$ cat src/b64e_pkg.sv
`timescale 1ns / 1ps
// Shared types, constants and the alphabet lookup for the base64 stream encoder.
package b64e_pkg;

  localparam int unsigned MaxChars = 4;

  localparam logic [7:0] PadChar    = 8'h3D;  // '='
  localparam logic [7:0] UpperAChar = 8'h41;  // 'A'
  localparam logic [7:0] LowerAChar = 8'h61;  // 'a'
  localparam logic [7:0] ZeroChar   = 8'h30;  // '0'
  localparam logic [7:0] PlusChar   = 8'h2B;  // '+'
  localparam logic [7:0] SlashChar  = 8'h2F;  // '/'

  // One encoded byte: up to four characters ready to be sent, in order.
  typedef struct packed {
    logic [MaxChars-1:0][7:0] chars;
    logic [1:0]               cnt_m1;  // number of characters minus one
    logic                     last;    // final character closes the message
  } cmd_t;

  // Standard alphabet: A-Z, a-z, 0-9, '+', '/'
  function automatic logic [7:0] b64_char(input logic [5:0] idx);
    logic [7:0] c;
    if (idx < 6'd26) begin
      c = UpperAChar + {2'b00, idx};
    end else if (idx < 6'd52) begin
      c = LowerAChar + {2'b00, idx} - 8'd26;
    end else if (idx < 6'd62) begin
      c = ZeroChar + {2'b00, idx} - 8'd52;
    end else if (idx == 6'd62) begin
      c = PlusChar;
    end else begin
      c = SlashChar;
    end
    return c;
  endfunction

endpackage

$ cat src/b64e_in_if.sv
`timescale 1ns / 1ps
// Input channel: one raw byte per transaction with an end-of-message flag.
interface b64e_in_if;
  logic       valid;
  logic       ready;
  logic [7:0] data_byte;
  logic       last_byte;

  modport source (output valid, output data_byte, output last_byte, input ready);
  modport sink   (input valid, input data_byte, input last_byte, output ready);
endinterface

$ cat src/b64e_out_if.sv
`timescale 1ns / 1ps
// Output channel: one ASCII character per transaction with an end-of-message flag.
interface b64e_out_if;
  logic       valid;
  logic       ready;
  logic [7:0] out_char;
  logic       last_char;

  modport source (output valid, output out_char, output last_char, input ready);
  modport sink   (input valid, input out_char, input last_char, output ready);
endinterface

$ cat src/b64e_front.sv
`timescale 1ns / 1ps
// Front end: accepts bytes, tracks leftover bits and builds the character list per byte.
module b64e_front (
  input  logic             clk_i,
  input  logic             rst_ni,
  b64e_in_if.sink          in_i,
  input  logic             full_i,
  output logic             push_o,
  output b64e_pkg::cmd_t   cmd_o
);
  import b64e_pkg::*;

  logic [3:0] pend_bits_q, pend_bits_d;
  logic [2:0] pend_cnt_q, pend_cnt_d;
  logic [1:0] mod_q, mod_d;

  logic [11:0] acc;
  logic [3:0]  rem;
  logic [2:0]  n;
  logic [1:0]  mod;
  cmd_t        cmd;

  assign in_i.ready = !full_i;
  assign push_o     = in_i.valid && !full_i;
  assign cmd_o      = cmd;

  // Split the byte into sextets, then flush and pad on the last byte
  always_comb begin
    acc = {pend_bits_q, in_i.data_byte};
    rem = {1'b0, pend_cnt_q} + 4'd8;
    cmd = '0;
    n   = 3'd0;
    // first sextet always completes
    cmd.chars[0] = b64_char(6'(acc >> (rem - 4'd6)));
    rem = rem - 4'd6;
    n   = 3'd1;
    if (rem >= 4'd6) begin
      cmd.chars[1] = b64_char(6'(acc >> (rem - 4'd6)));
      rem = rem - 4'd6;
      n   = 3'd2;
    end
    mod = mod_q + n[1:0];
    if (in_i.last_byte) begin
      if (rem != 4'd0) begin
        cmd.chars[n[1:0]] = b64_char(6'(acc << (4'd6 - rem)));
        n   = n + 3'd1;
        mod = mod + 2'd1;
      end
      for (int i = 0; i < 3; i++) begin
        if (mod != 2'd0 && n < 3'(MaxChars)) begin
          cmd.chars[n[1:0]] = PadChar;
          n   = n + 3'd1;
          mod = mod + 2'd1;
        end
      end
    end
    cmd.cnt_m1 = 2'(n - 3'd1);
    cmd.last   = in_i.last_byte;
  end

  // Next state: keep leftover bits, clear all after a message ends
  always_comb begin
    pend_bits_d = pend_bits_q;
    pend_cnt_d  = pend_cnt_q;
    mod_d       = mod_q;
    if (push_o) begin
      if (in_i.last_byte) begin
        pend_bits_d = '0;
        pend_cnt_d  = '0;
        mod_d       = '0;
      end else begin
        pend_bits_d = acc[3:0] & ~(4'hF << rem);
        pend_cnt_d  = rem[2:0];
        mod_d       = mod;
      end
    end
  end

  always_ff @(posedge clk_i or negedge rst_ni) begin
    if (!rst_ni) begin
      pend_bits_q <= '0;
      pend_cnt_q  <= '0;
      mod_q       <= '0;
    end else begin
      pend_bits_q <= pend_bits_d;
      pend_cnt_q  <= pend_cnt_d;
      mod_q       <= mod_d;
    end
  end

endmodule

$ cat src/b64e_fifo.sv
`timescale 1ns / 1ps
// Two-entry queue of character lists between the front end and the serializer.
module b64e_fifo (
  input  logic           clk_i,
  input  logic           rst_ni,
  input  logic           push_i,
  input  b64e_pkg::cmd_t cmd_i,
  output logic           full_o,
  input  logic           pop_i,
  output logic           valid_o,
  output b64e_pkg::cmd_t cmd_o
);
  import b64e_pkg::*;

  localparam int unsigned Depth = 2;

  cmd_t       mem_q [Depth];
  logic       wr_ptr_q, wr_ptr_d;
  logic       rd_ptr_q, rd_ptr_d;
  logic [1:0] count_q, count_d;

  assign full_o  = (count_q == 2'(Depth));
  assign valid_o = (count_q != 2'd0);
  assign cmd_o   = mem_q[rd_ptr_q];

  // Pointer and occupancy update
  always_comb begin
    wr_ptr_d = wr_ptr_q;
    rd_ptr_d = rd_ptr_q;
    count_d  = count_q;
    if (push_i) begin
      wr_ptr_d = !wr_ptr_q;
    end
    if (pop_i) begin
      rd_ptr_d = !rd_ptr_q;
    end
    case ({push_i, pop_i})
      2'b10:   count_d = count_q + 2'd1;
      2'b01:   count_d = count_q - 2'd1;
      default: count_d = count_q;
    endcase
  end

  always_ff @(posedge clk_i or negedge rst_ni) begin
    if (!rst_ni) begin
      wr_ptr_q <= 1'b0;
      rd_ptr_q <= 1'b0;
      count_q  <= '0;
    end else begin
      wr_ptr_q <= wr_ptr_d;
      rd_ptr_q <= rd_ptr_d;
      count_q  <= count_d;
    end
  end

  // Storage
  always_ff @(posedge clk_i) begin
    if (push_i) begin
      mem_q[wr_ptr_q] <= cmd_i;
    end
  end

endmodule

$ cat src/b64e_back.sv
`timescale 1ns / 1ps
// Back end: walks the queued character list and sends one character per cycle while the receiver is ready.
module b64e_back (
  input  logic           clk_i,
  input  logic           rst_ni,
  input  logic           valid_i,
  input  b64e_pkg::cmd_t cmd_i,
  output logic           pop_o,
  b64e_out_if.source     out_o
);
  import b64e_pkg::*;

  logic [1:0] idx_q, idx_d;
  logic       out_valid_q, out_valid_d;
  logic [7:0] out_char_q, out_char_d;
  logic       last_char_q, last_char_d;
  logic       load;
  logic       at_end;

  assign load   = valid_i && (!out_valid_q || out_o.ready);
  assign at_end = (idx_q == cmd_i.cnt_m1);
  assign pop_o  = load && at_end;

  assign out_o.valid     = out_valid_q;
  assign out_o.out_char  = out_char_q;
  assign out_o.last_char = last_char_q;

  // Output register load and character index
  always_comb begin
    idx_d       = idx_q;
    out_valid_d = out_valid_q;
    out_char_d  = out_char_q;
    last_char_d = last_char_q;
    if (load) begin
      out_valid_d = 1'b1;
      out_char_d  = cmd_i.chars[idx_q];
      last_char_d = cmd_i.last && at_end;
      idx_d       = at_end ? 2'd0 : idx_q + 2'd1;
    end else if (out_o.ready) begin
      out_valid_d = 1'b0;
    end
  end

  always_ff @(posedge clk_i or negedge rst_ni) begin
    if (!rst_ni) begin
      idx_q       <= '0;
      out_valid_q <= 1'b0;
    end else begin
      idx_q       <= idx_d;
      out_valid_q <= out_valid_d;
    end
  end

  always_ff @(posedge clk_i) begin
    out_char_q  <= out_char_d;
    last_char_q <= last_char_d;
  end

endmodule

$ cat src/base64_stream_encoder_core.sv
`timescale 1ns / 1ps
// A byte's character list passes through the queue and then the output register before its first character appears.
// Throughput: one character per cycle out of the serializer while the receiver is ready;
// a byte makes one to four characters.
// The two-entry queue lets bytes be taken while earlier characters are still being sent.
// Reset: asynchronous, active low; clears leftover bits, queue and output valid.
module base64_stream_encoder_core (
  input  logic       clk_i,
  input  logic       rst_ni,
  b64e_in_if.sink    in_i,
  b64e_out_if.source out_o
);
  import b64e_pkg::*;

  logic push;
  logic pop;
  logic full;
  logic cmd_valid;
  cmd_t cmd_in;
  cmd_t cmd_out;

  b64e_front u_front (
    .clk_i  (clk_i),
    .rst_ni (rst_ni),
    .in_i   (in_i),
    .full_i (full),
    .push_o (push),
    .cmd_o  (cmd_in)
  );

  b64e_fifo u_fifo (
    .clk_i   (clk_i),
    .rst_ni  (rst_ni),
    .push_i  (push),
    .cmd_i   (cmd_in),
    .full_o  (full),
    .pop_i   (pop),
    .valid_o (cmd_valid),
    .cmd_o   (cmd_out)
  );

  b64e_back u_back (
    .clk_i   (clk_i),
    .rst_ni  (rst_ni),
    .valid_i (cmd_valid),
    .cmd_i   (cmd_out),
    .pop_o   (pop),
    .out_o   (out_o)
  );

endmodule

$ cat src/flat_wrapper.sv
// flat-port wrapper written by rule: the top's interface ports become plain ports
module base64_stream_encoder_core_flat import b64e_pkg::*;
  (clk_i, rst_ni, in_i_valid, in_i_data_byte, in_i_last_byte, in_i_ready, out_o_valid, out_o_out_char, out_o_last_char, out_o_ready);
  b64e_in_if in_i_i ();
  b64e_out_if out_o_i ();
  input  logic clk_i;
  input  logic rst_ni;
  input wire logic [$bits(in_i_i.valid)-1:0] in_i_valid;
  input wire logic [$bits(in_i_i.data_byte)-1:0] in_i_data_byte;
  input wire logic [$bits(in_i_i.last_byte)-1:0] in_i_last_byte;
  output wire logic [$bits(in_i_i.ready)-1:0] in_i_ready;
  output wire logic [$bits(out_o_i.valid)-1:0] out_o_valid;
  output wire logic [$bits(out_o_i.out_char)-1:0] out_o_out_char;
  output wire logic [$bits(out_o_i.last_char)-1:0] out_o_last_char;
  input wire logic [$bits(out_o_i.ready)-1:0] out_o_ready;
  assign in_i_i.valid = in_i_valid;
  assign in_i_i.data_byte = in_i_data_byte;
  assign in_i_i.last_byte = in_i_last_byte;
  assign in_i_ready = in_i_i.ready;
  assign out_o_valid = out_o_i.valid;
  assign out_o_out_char = out_o_i.out_char;
  assign out_o_last_char = out_o_i.last_char;
  assign out_o_i.ready = out_o_ready;
  base64_stream_encoder_core u_core (.clk_i(clk_i), .rst_ni(rst_ni), .in_i(in_i_i), .out_o(out_o_i));
endmodule
$ cat config.mk
export PLATFORM = sky130hd
export DESIGN_NAME = base64_stream_encoder_core_flat
export DESIGN_NICKNAME = d
export VERILOG_FILES = /design/src/b64e_pkg.sv /design/src/b64e_in_if.sv /design/src/b64e_out_if.sv /design/src/b64e_front.sv /design/src/b64e_fifo.sv /design/src/b64e_back.sv /design/src/base64_stream_encoder_core.sv /design/src/flat_wrapper.sv
export SDC_FILE = /design/constraint.sdc
export NUM_CORES = 1
export LEC_CHECK = 0
export BUFFER_PORTS_ARGS = -buffer_cell sky130_fd_sc_hd__buf_2
export CAP_MARGIN = 15
export CORE_MARGIN = 2
export CORE_UTILIZATION = 55
export DETAILED_ROUTE_END_ITERATION = 8
export PLACE_DENSITY = 0.78
export SYNTH_ARGS = -nofsm -noshare
export SYNTH_HDL_FRONTEND = slang
export SYNTH_SLANG_ARGS = --single-unit
$ cat constraint.sdc
create_clock -name clk_i -period 5.8 [get_ports clk_i]
set_clock_uncertainty 0.05 [all_clocks]
set_input_delay 0.58 -clock clk_i [delete_from_list [all_inputs] [get_ports clk_i]]
set_output_delay 0.58 -clock clk_i [all_outputs]
set_load 0.005 [all_outputs]
After elaboration in Yosys (flattened, before gate mapping)
Memory sizes are Yosys's and may differ from the RTL's.
Index checks and enable logic that the tools add are counted.
W data, S select, Z words.
Word-level totals
  bits in registers: 25
  RAM bits: 70
  output and inout bits: 11
  logic and storage cells: 168
  memories: 1
Memories
  u_core.u_fifo.mem_q: depth 2, width 35, read ports 1, clocked after memory_dff 0, write ports 1, RTL line b64e_fifo.sv:17  | cmd_t mem_q [Depth];
Operators by class
  $add $sub $neg: 31
  $lt $le $gt $ge: 22
  equal/unequal tests: 7
  shift operators: 4
  mux-type cells: 59
  bitwise logic cells: 11
  reduce and logical (&&, ||, !) cells: 23
Operators with widths (count)
  $mux W32: 8
  $mux W8: 17
  $demux W8 S2: 4
  $or A20 B20 Y20: 3
  $add A7 B6 Y8 const A: 6
  $and A12 B12 Y12: 3
  $lt A6 B6 Y1 const B: 6
  $not A12 Y12: 3
  $bwmux W32: 1
  $mux W3: 10
  $shr A12 B4 Y6: 2
  $sub A7 B6 Y8 const B: 3
  $sub A8 B5 Y8 const B: 3
  $mux W2: 11
  $add A6 B6 Y7 const A: 3
  $eq A6 B6 Y1 const B: 3
  $lt A6 B5 Y1 const B: 3
  $bmux W8 S2: 1
  $lt A2 B3 Y1 const B: 5
  $add A2 B1 Y2 const B: 6
  $reduce_bool A2 Y1: 6
  $shl A12 B4 Y6: 1
  $logic_and A1 B1 Y1: 11
  $add A3 B1 Y3 const B: 3
  20 further kinds: 35

Longest topological paths before layout
  word-level depth: 25
  gate-level depth with buffers: 26

Cells and area by module
Synthesis repeated with hierarchy kept, for this count alone.
Unflattened totals
  cells, all modules: 547
  area, all modules: 6451.2 sq um
Modules (own cells, without submodules)
  b64e_front: instances 1, cells each 384, area each 2927.8 sq um, sequential area each 200.2 sq um
  b64e_fifo: instances 1, cells each 125, area each 2862.7 sq um, sequential area each 2202.1 sq um
  b64e_back: instances 1, cells each 38, area each 660.6 sq um, sequential area each 345.3 sq um

Worst setup path after synthesis
No wires, ideal clock.
  path type: register -> register
  start: reg u_core.u_front.pend_cnt_q[1]
  end: mem u_core.u_fifo.mem_q[0][12] (netlist name) (data pin)
  data arrival time: 5.053 ns
  required time: 5.490 ns
  setup slack: 0.437 ns
  cell stages (with the launch flop): 25
  buffers on the path: 4
  cell sequence: dfrtp_1 buf_6 buf_6 buf_4 inv_2 ha_1 inv_1 ha_1 nand2b_1 buf_2 clkinv_1 ha_1 nor2b_1 xnor2_1 xor2_1 inv_1 ha_1 fa_1 xnor2_1 inv_1 ha_1 nand2_1 a21boi_0 inv_1 a32o_1
RTL lines
  start, declared: RTL line b64e_front.sv:14  | logic [2:0] pend_cnt_q, pend_cnt_d;
  start signal, assigned: RTL line b64e_front.sv:86  | pend_cnt_q <= pend_cnt_d;
  end, declared: RTL line b64e_fifo.sv:17

==> results.ini <==
[finish]
diodes=0
area_growth_pct=6.20
fin_nets=596
fillCellCount=882
layout-drive-gt1-share_pct=17.2

[sta]
drv_slew=0
period_share_pct=95.1
fin_crit_ps=5510
clock.fmax_ghz=0.181
setup_tns_ps=0
rsz0062_at_grt=no
hold_violations=0
setup_viol=0
relSlewSlack_pct=57.2
worstMarginPinSlew_ps=641

[global_routing]
grt_use_met2_pct=38.0
gr-usage-met3_pct=3.28
grt_max_degree=29
grt_pass1_wl_mm=20.1
overflow=0
grt_antenna_before_repair=0
use_met1_pct=30.7
grt_pass1_vias=4061
track_usage_pct=22.6
busiest_layer=met2

[cts]
clockBufferDepth=2
clk_latency_ps=350
cts_sinks=80
clk_pin_slew_worst_paths_ps=80
cts_tree=yes
cts_htree_levels=3
clockRootBuffer=clkbuf_8
cts_buffers=9

[yosys]
synth_area_leaders=edfxtp_1 34%, ha_1 7.7%, dfrtp_1 6.6%
ys_ff_latch=80
syn_nets=585
yosys-top-cells-count=65 x edfxtp_1, 49 x nand2_1, 36 x inv_1, 35 x ha_1, 31 x o21ai_0
yosysUniqueCellTypes=79
synth-main-ff-cell=edfxtp_1
synth_most_common_cell=edfxtp_1
synthCells=536
synth-edff-count=65
ys_warn_count=0
async_reset_ff_share_pct=18.8
synth_top_area_share_pct=34.4
avgSynthCellArea_sq_um=10.6
syn-cell-area_sq_mm=0.00567
synth-seq-area-share_pct=41.1
synth_top_cell_by_area=edfxtp_1

[job]
max-cap-violations=0

[hold_path]
hold_class=in -> async

[floorplan]
ios=24
die_h_um=106
core_area_sq_mm=0.0102
start_util_pct=55.7
fp.dieArea_sq_mm=0.0111
fp-row-count=37
die_x_um=106

[detailed_routing]
ant_nets=0
post-route-drc-count=0
wire_per_inst_um=17.8
drt-total-wl_mm=12.2
drtIter0Drc=292
vias=4242
dr.pass1.iters=6
vias_per_cell=6.17

[place]
gp_congestion=0.961
numPortBuffers=23
dp_hpwl_mm=9.03

[critical_path]
r2r_slack_ps=290
r2r-start=u_core.u_front.pend_cnt_q[1]$_DFFE_PN0P_
critPathMaxFanout=11
start_kind=flop
critPathArrivalTime_ps=5530
worstSetupPathType=reg -> reg
critical_path_required_ps=5810
reg2reg_depth=18
cp-end-kind=flop
r2r-end=u_core.u_fifo.mem_q[0][8]$_DFFE_PP_

[status]
run_status=finished clean

sequential cells by signal (all words and copies together) (netlist names):
name                           count
u_core.u_fifo.rd_ptr_q             1
u_core.u_back.out_o.last_char      1
u_core.u_front.mod_q               2
u_core.u_back.out_o.out_char       8
u_core.u_fifo.wr_ptr_q             1
u_core.u_fifo.mem_q               56
u_core.u_front.pend_cnt_q          2
u_core.u_fifo.count_q              2
u_core.u_front.pend_bits_q         4
u_core.u_back.idx_q                2
u_core.u_back.out_o.valid          1
through the flow:
step           util (%)  instances  instance area, sq um  setup slack (ps)  hold WS, ps
3_3_place_gp       57.2        672                  5830               438          420
3_5_place_dp       57.2        672                  5830               123          428
6_report           59.1        688                  6020               285         77.1
2_1_floorplan         -        536                  5670               437          234
5_1_grt            59.1        688                  6020              38.2         99.8
4_1_cts            59.0        688                  6010              98.2         85.3
routing by layer:
metal  routed length (um)  up-vias  share of wire, %
met1                 5560     2070                45
met2                 5990      136                49
met3                  454       27               3.7
met4                  228        0               1.9
li1                     -     2009                 -
met5                    0        -                 0
kinds of logic (layout without fill, tap and decap cells):
logic type / count (synthesis) / in the layout / share of synthesized area [%]
adder cells (fa/ha/maj): 36 / 36 / 8.08
AO/OA/AOI/OAI: 129 / 129 / 15.5
XOR/XNOR: 22 / 22 / 3.40
buffers and inverters: 70 / 86 / 5.76
multiplexers: 49 / 49 / 12.2
flip-flops: 80 / 80 / 41.1
AND/OR/NAND/NOR: 150 / 150 / 13.9
critical path, stage by stage, from the launching register on:
cell and delay (ps):
dfrtp_1 490, ha_2 350, clkinv_1 250, ha_1 290, nand2b_1 140, clkinvlp_4 240
ha_1 400, nor2b_1 160, xnor2_1 220, xor2_1 210, inv_1 80, ha_1 270
fa_1 580, inv_1 80, ha_1 170, nor2b_1 120, o21ai_0 330, a21boi_2 190
or4b_1 610
repair_timing:
action                                  4_1_cts  5_1_grt
setup buffers                                 0        0
resized for setup                             0        5
hold buffers                                  0        0
endpoints found under the setup margin        0       34
cell type report:
type                            count  area [sq um]  area share [%]
Tap cell                          136           170            2.83
Sequential cell                    80          2330            38.7
Multi-Input combinational cell    386          3030            50.3
Clock buffer                        9           124            2.06
Timing Repair Buffer               29           160            2.66
Inverter                           41           158            2.62
Clock inverter                      7          53.8           0.894
cells in the final DEF (no fill, tap or decap), types with 10 or more instances in the layout:
master    instances
nor2b_1          10
nand2_1          49
nand2b_1         11
mux4_2           15
nor2_1           21
a21oi_1          18
o21ai_0          31
edfxtp_1         65
xnor2_1          13
mux2i_1          21
buf_2            23
nand3_1          11
dfrtp_1          15
ha_1             34
inv_1            36
mux2_2           11
worst max-delay path by stage:
stage	startpoint	slack (ps)	cells past startpoint	to
final	u_core.u_front.pend_cnt_q[1]$_DFFE_PN0P_	290	18	u_core.u_fifo.mem_q[0][8]$_DFFE_PP_
after global routing	u_core.u_front.pend_cnt_q[1]$_DFFE_PN0P_	40	18	u_core.u_fifo.mem_q[0][8]$_DFFE_PP_
after CTS	u_core.u_front.pend_cnt_q[1]$_DFFE_PN0P_	100	20	u_core.u_fifo.mem_q[0][12]$_DFFE_PP_
after detailed placement	u_core.u_front.pend_cnt_q[1]$_DFFE_PN0P_	120	20	u_core.u_fifo.mem_q[0][12]$_DFFE_PP_
after global placement	u_core.u_front.pend_cnt_q[1]$_DFFE_PN0P_	440	20	u_core.u_fifo.mem_q[1][12]$_DFFE_PP_
after floorplan	u_core.u_front.pend_cnt_q[1]$_DFFE_PN0P_	440	24	u_core.u_fifo.mem_q[0][12]$_DFFE_PP_
Power is not shown: default switching activity piles up to over one toggle a cycle in this logic, so the estimate is an artifact.
